==> src/sv/pwm_generator_time_sliced_macros.svh <==
// Assertion helpers used by the PWM generator controller
`ifndef PWM_GENERATOR_TIME_SLICED_MACROS_SVH
`define PWM_GENERATOR_TIME_SLICED_MACROS_SVH

// Same-cycle implication, checked out of reset
`define PGTS_ASSERT_IMPL(label, clk, rst_n, ante, cons) \
  label: assert property (@(posedge clk) disable iff (!rst_n) (ante) |-> (cons)) \
    else $error("pgts same-cycle check failed");

// Next-cycle implication, checked out of reset
`define PGTS_ASSERT_NEXT(label, clk, rst_n, ante, cons) \
  label: assert property (@(posedge clk) disable iff (!rst_n) (ante) |=> (cons)) \
    else $error("pgts next-cycle check failed");

`endif

==> src/sv/pgts_pkg.sv <==
package pgts_pkg;

  localparam int TIME_WIDTH_DEF = 32;

  localparam int CFG_W       = 32;
  localparam int STEPS_W     = 16;
  localparam int DUTY_W      = 16;
  localparam int CFG_IDX_W   = 2;
  localparam int IN_TDATA_W  = 16;
  localparam int OUT_TDATA_W = 8;

  localparam logic [CFG_W-1:0]   PERIOD_RST = 32'd1000;
  localparam logic [CFG_W-1:0]   MAX_ON_RST = 32'd1000;
  localparam logic [CFG_W-1:0]   MIN_ON_RST = 32'd0;
  localparam logic [STEPS_W-1:0] STEPS_RST  = 16'd100;

  typedef enum logic [CFG_IDX_W-1:0] {
    REG_PERIOD = 2'd0,
    REG_MAX_ON = 2'd1,
    REG_MIN_ON = 2'd2,
    REG_STEPS  = 2'd3
  } cfg_reg_t;

  typedef enum logic [3:0] {
    ST_IDLE = 4'b0001,
    ST_EVAL = 4'b0010,
    ST_DIV  = 4'b0100,
    ST_OUT  = 4'b1000
  } state_t;

  typedef struct packed {
    logic load;     // latch the incoming word
    logic eval;     // apply tick rules, or kick off the divide
    logic div_fin;  // divide finished: toggle phase and reload counter
  } ctrl_cmd_t;

  typedef struct packed {
    logic need_div;
    logic div_done;
  } dp_stat_t;

endpackage

==> src/sv/pwm_generator_time_sliced.sv <==
// Time-sliced PWM generator. Each word on the input stream is one PWM tick carrying the
// requested duty level; each tick returns exactly one word with the pin level after the
// tick and the config_ok flag. One tick is worked at a time: a tick that keeps its phase or
// is forced on/off returns its result through the EVAL and OUT states, and the block is ready
// again the cycle after the result is taken. A tick that toggles the phase recomputes the on
// span in the DIV state with a serial restoring divider, one quotient bit per cycle over
// min(TIME_WIDTH,32)+16 dividend bits. Configuration writes must be issued only while no
// tick is in flight; each one restarts the generator in the off phase.
module pwm_generator_time_sliced #(
  parameter int TIME_WIDTH = pgts_pkg::TIME_WIDTH_DEF
) (
  input  logic                                clk,
  input  logic                                rst_n,
  input  logic                                in_tvalid,
  output logic                                in_tready,
  input  logic [pgts_pkg::IN_TDATA_W-1:0]     in_tdata,   // [15:0] duty_level
  output logic                                out_tvalid,
  input  logic                                out_tready,
  output logic [pgts_pkg::OUT_TDATA_W-1:0]    out_tdata,  // [0] pin_level, [1] config_ok
  input  logic                                cfg_we,
  input  logic [pgts_pkg::CFG_IDX_W-1:0]      cfg_index,
  input  logic [pgts_pkg::CFG_W-1:0]          cfg_wdata
);

  pgts_pkg::ctrl_cmd_t cmd;
  pgts_pkg::dp_stat_t  stat;
  logic                pin_level;
  logic                config_ok;

  pgts_ctrl u_ctrl (
    .clk       (clk),
    .rst_n     (rst_n),
    .in_valid  (in_tvalid),
    .out_ready (out_tready),
    .stat      (stat),
    .in_ready  (in_tready),
    .out_valid (out_tvalid),
    .cmd       (cmd)
  );

  pgts_dp #(
    .TIME_WIDTH (TIME_WIDTH)
  ) u_dp (
    .clk       (clk),
    .rst_n     (rst_n),
    .cfg_we    (cfg_we),
    .cfg_index (cfg_index),
    .cfg_wdata (cfg_wdata),
    .in_duty   (in_tdata[pgts_pkg::DUTY_W-1:0]),
    .cmd       (cmd),
    .stat      (stat),
    .pin_level (pin_level),
    .config_ok (config_ok)
  );

  assign out_tdata = {{(pgts_pkg::OUT_TDATA_W - 2){1'b0}}, config_ok, pin_level};

endmodule

==> src/sv/pgts_div.sv <==
module pgts_div #(
  parameter int NW  = 48,
  parameter int DVW = 16,
  parameter int QW  = 32
) (
  input  logic           clk,
  input  logic           rst_n,
  input  logic           start,
  input  logic [NW-1:0]  dividend,
  input  logic [DVW-1:0] divisor,
  output logic [QW-1:0]  quotient,
  output logic           done
);

  localparam int CNT_W = $clog2(NW + 1);

  logic             busy_r;
  logic             done_r;
  logic [CNT_W-1:0] cnt_r;
  logic [NW-1:0]    sh_r;
  logic [DVW-1:0]   rem_r;
  logic [DVW-1:0]   dvs_r;

  logic [DVW:0]   trial;
  logic [DVW:0]   trial_sub;
  logic           ge;
  logic [DVW-1:0] rem_nxt;

  // restoring step: one quotient bit per cycle, shifted in where dividend bits leave
  always_comb begin
    trial     = {rem_r, sh_r[NW-1]};
    ge        = trial >= {1'b0, dvs_r};
    trial_sub = trial - {1'b0, dvs_r};
    rem_nxt   = ge ? trial_sub[DVW-1:0] : trial[DVW-1:0];
  end

  always_ff @(posedge clk) begin
    if (!rst_n) begin
      busy_r <= 1'b0;
      done_r <= 1'b0;
      cnt_r  <= '0;
    end else begin
      done_r <= 1'b0;
      if (start) begin
        busy_r <= 1'b1;
        cnt_r  <= CNT_W'(NW);
      end else if (busy_r) begin
        cnt_r <= cnt_r - CNT_W'(1);
        if (cnt_r == CNT_W'(1)) begin
          busy_r <= 1'b0;
          done_r <= 1'b1;
        end
      end
    end
  end

  always_ff @(posedge clk) begin
    if (start) begin
      sh_r  <= dividend;
      rem_r <= '0;
      dvs_r <= divisor;
    end else if (busy_r) begin
      sh_r  <= {sh_r[NW-2:0], ge};
      rem_r <= rem_nxt;
    end
  end

  assign quotient = sh_r[QW-1:0];
  assign done     = done_r;

endmodule

==> src/sv/pgts_dp.sv <==
module pgts_dp #(
  parameter int TIME_WIDTH = pgts_pkg::TIME_WIDTH_DEF
) (
  input  logic                                clk,
  input  logic                                rst_n,
  input  logic                                cfg_we,
  input  logic [pgts_pkg::CFG_IDX_W-1:0]      cfg_index,
  input  logic [pgts_pkg::CFG_W-1:0]          cfg_wdata,
  input  logic [pgts_pkg::DUTY_W-1:0]         in_duty,
  input  pgts_pkg::ctrl_cmd_t                 cmd,
  output pgts_pkg::dp_stat_t                  stat,
  output logic                                pin_level,
  output logic                                config_ok
);

  // config values are 32 bits; tick arithmetic sees them modulo 2^TIME_WIDTH
  localparam int CW = (TIME_WIDTH < pgts_pkg::CFG_W) ? TIME_WIDTH : pgts_pkg::CFG_W;
  localparam int NW = CW + pgts_pkg::DUTY_W;

  logic [pgts_pkg::CFG_W-1:0]   period_r;
  logic [pgts_pkg::CFG_W-1:0]   max_on_r;
  logic [pgts_pkg::CFG_W-1:0]   min_on_r;
  logic [pgts_pkg::STEPS_W-1:0] steps_r;
  logic                         phase_r;
  logic [TIME_WIDTH-1:0]        ticks_r;

  logic [pgts_pkg::DUTY_W-1:0]  duty_r;
  logic [CW-1:0]                diff_r;

  logic [CW-1:0]         hi;
  logic [CW-1:0]         lo;
  logic [CW-1:0]         per;
  logic [TIME_WIDTH-1:0] per_ext;
  logic [TIME_WIDTH-1:0] tl_dec;
  logic                  force_on;
  logic                  force_off;
  logic [NW-1:0]         product;
  logic                  div_start;
  logic [CW-1:0]         quo;
  logic                  div_done;
  logic [TIME_WIDTH-1:0] on_span;
  logic [TIME_WIDTH-1:0] off_span;

  always_comb begin
    hi        = max_on_r[CW-1:0];
    lo        = min_on_r[CW-1:0];
    per       = period_r[CW-1:0];
    per_ext   = TIME_WIDTH'(per);
    tl_dec    = (ticks_r != '0) ? ticks_r - TIME_WIDTH'(1) : ticks_r;
    force_on  = duty_r >= steps_r;
    force_off = duty_r == '0;
    product   = NW'(diff_r) * NW'(duty_r);
    on_span   = TIME_WIDTH'(quo);
    off_span  = (per_ext > on_span) ? per_ext - on_span : '0;
    config_ok = (per >= hi) && (hi > lo) && (steps_r != '0);
  end

  assign stat.need_div = !force_on && !force_off && (tl_dec == '0);
  assign stat.div_done = div_done;
  assign div_start     = cmd.eval && stat.need_div;
  assign pin_level     = phase_r;

  always_ff @(posedge clk) begin
    if (!rst_n) begin
      period_r <= pgts_pkg::PERIOD_RST;
      max_on_r <= pgts_pkg::MAX_ON_RST;
      min_on_r <= pgts_pkg::MIN_ON_RST;
      steps_r  <= pgts_pkg::STEPS_RST;
      phase_r  <= 1'b0;
      ticks_r  <= '0;
    end else if (cfg_we) begin
      // any register write restarts the generator
      phase_r <= 1'b0;
      ticks_r <= '0;
      case (pgts_pkg::cfg_reg_t'(cfg_index))
        pgts_pkg::REG_PERIOD: period_r <= cfg_wdata;
        pgts_pkg::REG_MAX_ON: max_on_r <= cfg_wdata;
        pgts_pkg::REG_MIN_ON: min_on_r <= cfg_wdata;
        pgts_pkg::REG_STEPS:  steps_r  <= cfg_wdata[pgts_pkg::STEPS_W-1:0];
        default: ;
      endcase
    end else if (cmd.eval) begin
      ticks_r <= tl_dec;
      if (force_on) begin
        phase_r <= 1'b1;
      end else if (force_off) begin
        phase_r <= 1'b0;
      end
    end else if (cmd.div_fin) begin
      phase_r <= !phase_r;
      ticks_r <= phase_r ? off_span : on_span;
    end
  end

  always_ff @(posedge clk) begin
    if (cmd.load) begin
      duty_r <= in_duty;
      diff_r <= (hi > lo) ? hi - lo : '0;
    end
  end

  // duty < steps here, so the quotient stays below diff and fits CW bits
  pgts_div #(
    .NW  (NW),
    .DVW (pgts_pkg::STEPS_W),
    .QW  (CW)
  ) u_div (
    .clk      (clk),
    .rst_n    (rst_n),
    .start    (div_start),
    .dividend (product),
    .divisor  (steps_r),
    .quotient (quo),
    .done     (div_done)
  );

endmodule

==> src/sv/pgts_ctrl.sv <==
module pgts_ctrl (
  input  logic                clk,
  input  logic                rst_n,
  input  logic                in_valid,
  input  logic                out_ready,
  input  pgts_pkg::dp_stat_t  stat,
  output logic                in_ready,
  output logic                out_valid,
  output pgts_pkg::ctrl_cmd_t cmd
);

  pgts_pkg::state_t state_r;
  pgts_pkg::state_t state_nxt;

  always_comb begin
    state_nxt = state_r;
    cmd       = '0;
    case (state_r)
      pgts_pkg::ST_IDLE: begin
        if (in_valid) begin
          cmd.load  = 1'b1;
          state_nxt = pgts_pkg::ST_EVAL;
        end
      end
      pgts_pkg::ST_EVAL: begin
        cmd.eval  = 1'b1;
        state_nxt = stat.need_div ? pgts_pkg::ST_DIV : pgts_pkg::ST_OUT;
      end
      pgts_pkg::ST_DIV: begin
        if (stat.div_done) begin
          cmd.div_fin = 1'b1;
          state_nxt   = pgts_pkg::ST_OUT;
        end
      end
      pgts_pkg::ST_OUT: begin
        if (out_ready) begin
          state_nxt = pgts_pkg::ST_IDLE;
        end
      end
      default: state_nxt = pgts_pkg::ST_IDLE;
    endcase
  end

  always_ff @(posedge clk) begin
    if (!rst_n) begin
      state_r <= pgts_pkg::ST_IDLE;
    end else begin
      state_r <= state_nxt;
    end
  end

  assign in_ready  = state_r == pgts_pkg::ST_IDLE;
  assign out_valid = state_r == pgts_pkg::ST_OUT;

`include "pwm_generator_time_sliced_macros.svh"

  `PGTS_ASSERT_NEXT(a_accept_eval, clk, rst_n, in_valid && in_ready, state_r == pgts_pkg::ST_EVAL)
  `PGTS_ASSERT_NEXT(a_div_wait, clk, rst_n, (state_r == pgts_pkg::ST_DIV) && !stat.div_done, state_r == pgts_pkg::ST_DIV)
  `PGTS_ASSERT_NEXT(a_out_hold, clk, rst_n, out_valid && !out_ready, out_valid)
  `PGTS_ASSERT_IMPL(a_done_in_div, clk, rst_n, stat.div_done, state_r == pgts_pkg::ST_DIV)

endmodule

==> config.mk <==
export PLATFORM = sky130hd
export DESIGN_NAME = pwm_generator_time_sliced
export DESIGN_NICKNAME = d
export VERILOG_FILES = /design/src/sv/pgts_pkg.sv /design/src/sv/pwm_generator_time_sliced.sv /design/src/sv/pgts_div.sv /design/src/sv/pgts_dp.sv /design/src/sv/pgts_ctrl.sv
export VERILOG_INCLUDE_DIRS = /design/src /design/src/sv
export SDC_FILE = /design/constraint.sdc
export NUM_CORES = 2
export LEC_CHECK = 0
export BUFFER_PORTS_ARGS = -buffer_cell sky130_fd_sc_hd__buf_2
export CAP_MARGIN = 5
export CELL_PAD_IN_SITES_DETAIL_PLACEMENT = 0
export CELL_PAD_IN_SITES_GLOBAL_PLACEMENT = 1
export CORE_MARGIN = 10
export CORE_UTILIZATION = 25
export DETAILED_ROUTE_END_ITERATION = 10
export GPL_TIMING_DRIVEN = 0
export PLACE_DENSITY = 0.59
export SYNTH_ARGS = -nofsm -noshare
export SYNTH_HDL_FRONTEND = slang
export SYNTH_SLANG_ARGS = --single-unit
==> constraint.sdc <==
create_clock -name clk -period 7.5 [get_ports clk]
set_input_delay 0.75 -clock clk [delete_from_list [all_inputs] [get_ports clk]]
set_output_delay 0.75 -clock clk [all_outputs]
set_load 0.01 [all_outputs]
==> run summary <==
The run gives 0.189 as the headroom to the max-slew limit. The tree is rooted in a sky130_fd_sc_hd__clkbuf_16. Counting stages on the worst path, the most repeated cell is sky130_fd_sc_hd__fa_1. For the count of cell types in the netlist, the log shows 73. The tools report the final routed DRC violation total as 0. The weighted congestion at the end of routability-driven global placement was 0.858; the number of antenna violations at the first check in global routing was 15. The tools report the sequential-to-total area share from yosys stat as 0.202. In this run the worst path has a maximum fanout of 10.

Fill cells in the final layout number 14560. The share of flip-flops with an asynchronous set or reset after synthesis was 0; the count of flip-flops with a built-in enable after synthesis was 112. The required arrival time at the worst endpoint is 7.84 ns, and the final critical-path required period is 7.33 ns. For the depth of the CTS H-tree, the log shows 2. In this run the standard cell core region covers 0.134 mm².

The worst setup path is launched from a register. Dividing the detail-routed via count by the number of cells gives 4.76. The overall die width was 387 µm. The number of failing hold endpoints at the final stage came out at 0. Entering global routing, the biggest net connects 49 pins.

After synthesis the cells add up to 0.0337 mm². The logs give 0 for the global-route congestion overflow total and 0 for the total of warnings raised by yosys. Measured along the y axis, the die boundary spans 387 µm. The global routing usage summed across all routing layers is 0.162, and the mean instance size in the synthesized netlist is 8.59 µm².

The logs give 3927 for the instance count of the mapped netlist and 0.0516 ns for the clock skew. The largest incremental delay on the critical path is 0.58 ns. By area the synthesized netlist is led by sky130_fd_sc_hd__fa_1 (25%), sky130_fd_sc_hd__dfxtp_1 (10%), sky130_fd_sc_hd__edfxtp_1 (10%).

The logs give 0 for the number of pins exceeding their max-slew limit in the final report and 4801 for the count of nets after finishing. Counting along the longest clock path gives a buffer depth of 3. The floorplan step defined a die boundary enclosing 0.150 mm². The placed cell count was 5757. The portion of the clock cycle consumed by the worst path in the final layout was 0.978; the measured slew at the worst slew-check pin was 1.21 ns. For the final routed database, the setup TNS stands at 0 ns. For this block, the routed nets add up to 124 mm of wire.

The tools report the final core utilization as 0.286. The count of nets left with antenna violations after detail routing was 0. TritonCTS built the clock tree. In the final routed layout, each cell accounts on average for 21.2 µm. For the number of global-route vias before repair, the log shows 28521. Setup repair after global routing could not meet its margin everywhere. The path class of the tightest hold or removal check is primary input to register. Setup violations remaining at the end of the flow were counted as 0. Summing over every cut layer, the via total after detailed routing is 27927. The share of post-route cells with drive strength above 1 was 0.0746; the count of max-cap constraint violations was 0. Traced cell by cell, the critical path runs through buf_4 -> clkbuf_2 -> nand2_1 -> fa_1 -> inv_1 -> fa_1 -> fa_1 -> fa_1 -> fa_1 -> inv_1 -> fa_1 -> inv_1 -> ha_2 -> nand2_2 -> nor4_4 -> nand3_1 -> a311o_1 -> a21oi_4 -> a21oi_1 -> a211o_1 -> o31a_1 -> xnor2_1 -> mux2_2. Clock latency on the worst-skew pair, taken at its later pin, is 0.62 ns. Summed over all nets, the half-perimeter wirelength after detailed placement is 101 mm.

The placed cell area is 0.0363 mm², and the final cell count without fillers is 5872. The first global-routing pass estimated 187 mm of wire. Compared with the post-synthesis result, the final layout area differs by 13.6%. STA classifies the critical path endpoint as a register. Of all cell types, the one taking the most synthesized area is sky130_fd_sc_hd__fa_1.

The run gives 65 as the number of placed I/O pins. The port buffer count was 56. The initial standard-cell utilization of the core was 0.252; the number of DRC markers after the initial detailed-route iteration was 2144.

The total non-filler cell area in the finished layout was 0.0383 mm²; the clock input transition at the sequential cells of the worst setup and hold paths was 0.06 ns. The site row count was 134. The worst setup path is of the register to register kind.

Detailed-routing iteration count for the pre-antenna-repair pass: 5. The portion of synthesized cell area occupied by the leading cell type is 0.250, and the number of storage elements in the synthesis netlist is 285. The TritonCTS buffer count was 39. Timing would allow up to 0.136 GHz.

The prevailing post-synth register cell is sky130_fd_sc_hd__dfxtp_1. For this design, the sink count on the clock tree is 285. Cell with the largest stage delay on the worst path: sky130_fd_sc_hd__edfxtp_1.

The signal arrival time at the worst endpoint was 7.67 ns. The flow ran to the end, and the final reports show no timing, DRC or antenna violations.
==> layout by cell type, fill, tap and decap left out, types with 20 or more instances in the layout <==
master,Yosys,layout
sky130_fd_sc_hd__a21oi_1,154,150
sky130_fd_sc_hd__clkbuf_16,0,41
sky130_fd_sc_hd__nor2_1,146,145
sky130_fd_sc_hd__nand3_1,63,63
sky130_fd_sc_hd__xor2_1,41,41
sky130_fd_sc_hd__nand4_1,27,27
sky130_fd_sc_hd__nand2_1,624,621
sky130_fd_sc_hd__nand2b_1,20,20
sky130_fd_sc_hd__clkbuf_2,0,32
sky130_fd_sc_hd__o211ai_1,22,22
sky130_fd_sc_hd__ha_1,252,245
sky130_fd_sc_hd__buf_2,6,68
sky130_fd_sc_hd__o21ai_0,117,115
sky130_fd_sc_hd__inv_1,623,623
sky130_fd_sc_hd__buf_4,8,65
sky130_fd_sc_hd__o21a_1,23,23
sky130_fd_sc_hd__nor3_1,74,74
sky130_fd_sc_hd__and2_1,219,218
sky130_fd_sc_hd__fa_1,421,421
sky130_fd_sc_hd__a21o_1,76,76
sky130_fd_sc_hd__dfxtp_1,173,173
sky130_fd_sc_hd__a221oi_1,23,23
sky130_fd_sc_hd__clkbuf_1,180,113
sky130_fd_sc_hd__a211oi_1,38,37
sky130_fd_sc_hd__nor4_1,28,27
sky130_fd_sc_hd__a31oi_1,25,25
sky130_fd_sc_hd__a21boi_0,105,105
sky130_fd_sc_hd__xnor2_1,89,88
sky130_fd_sc_hd__edfxtp_1,112,112
==> cell type report <==
| type | instances | area, µm² | share of cell area |
|---|---|---|---|
| clock buffers | 54 | 1110 | 0.0291 |
| plain buffers | 180 | 862 | 0.0225 |
| inverters | 623 | 2340 | 0.0611 |
| repair buffers | 116 | 813 | 0.0212 |
| flip-flops and latches | 285 | 6830 | 0.178 |
| well taps | 1768 | 2210 | 0.0578 |
| diodes | 2 | 5.00 | 0.000131 |
| clock inverters | 16 | 215 | 0.00562 |
| multi-input cells | 2828 | 23900 | 0.624 |
==> stage by stage <==
step,setup WS (ns),hold slack [ns]
after CTS,0.00152,0.273
after floorplan,0.852,0.431
final,0.165,0.316
after global routing,-0.0739,0.288
after global placement,-1.36,0.443
after detailed placement,-1.36,0.446
==> cell usage after synthesis, drive strengths merged, types with 89 or more instances <==
master / count
fa: 421
dfxtp: 173
nor2: 146
and2: 219
edfxtp: 112
a21boi: 105
clkbuf: 180
xnor2: 89
a21oi: 154
o21ai: 123
ha: 252
nand2: 624
inv: 623
==> path summary, 6_finish.rpt <==
kind / start / to / slack (ns) / cells after the start
hold reg to reg: u_dp.u_div.rem_r[15] / u_dp.u_div.rem_r[15] / 0.45 / 2
setup / recovery: u_dp.duty_r[12] / u_dp.u_div.sh_r[44] / 0.17 / 23
hold / removal: in_tdata[0] / u_dp.duty_r[0] / 0.32 / 1
setup reg to reg: u_dp.duty_r[12] / u_dp.u_div.sh_r[44] / 0.17 / 23
==> cell families (layout without fill, tap and decap cells) <==
kind of cell	after synthesis	count (layout)	synth area share
flip-flops	285	285	0.202
multiplexers	32	32	0.0105
adder cells (fa/ha/maj)	673	673	0.343
XOR/XNOR	130	130	0.0338
AND/OR/NAND/NOR	1309	1309	0.184
AO/OA/AOI/OAI	678	678	0.133
buffers and inverters	819	989	0.0925
other	1	8	0.000111
==> sequential cells by signal, indices dropped and copies added (netlist names), 16 cells and up <==
signal,cells
u_dp.u_div.sh_r,48
u_dp.diff_r,32
u_dp.hi,32
u_dp.lo,32
u_dp.per,32
u_dp.ticks_r,32
u_dp.duty_r,16
u_dp.steps_r,16
u_dp.u_div.dvs_r,16
u_dp.u_div.rem_r,16
==> worst max-delay path: cells and delay by family (launching register included) <==
| kind | cells | cell delay (ns) |
|---|---|---|
| mux | 1 | 0.26 |
| buf+inv | 5 | 0.70 |
| fa+ha+maj | 7 | 3.33 |
| flops | 1 | 0.58 |
| xor+xnor | 1 | 0.13 |
| compound gates | 5 | 1.37 |
| simple gates | 4 | 0.69 |
==> routing by layer <==
layer | part of all wire | wire length, µm | global-route usage
met1 | 0.47 | 58100 | 0.227
met2 | 0.45 | 56600 | 0.262
met3 | 0.056 | 6990 | 0.0235
met4 | 0.022 | 2740 | 0.0374
met5 | 0.00022 | 27 | 0
==> what timing repair did <==
action | CTS | global route
endpoints found under the setup margin | 28 | 16
hold buffers | 0 | 0
buffers inserted | 48 | 11
resized for setup | 61 | 98
pin swaps | 3 | 2
Power is not shown: default switching activity piles up to over one toggle a cycle in this logic, so the estimate is an artifact.
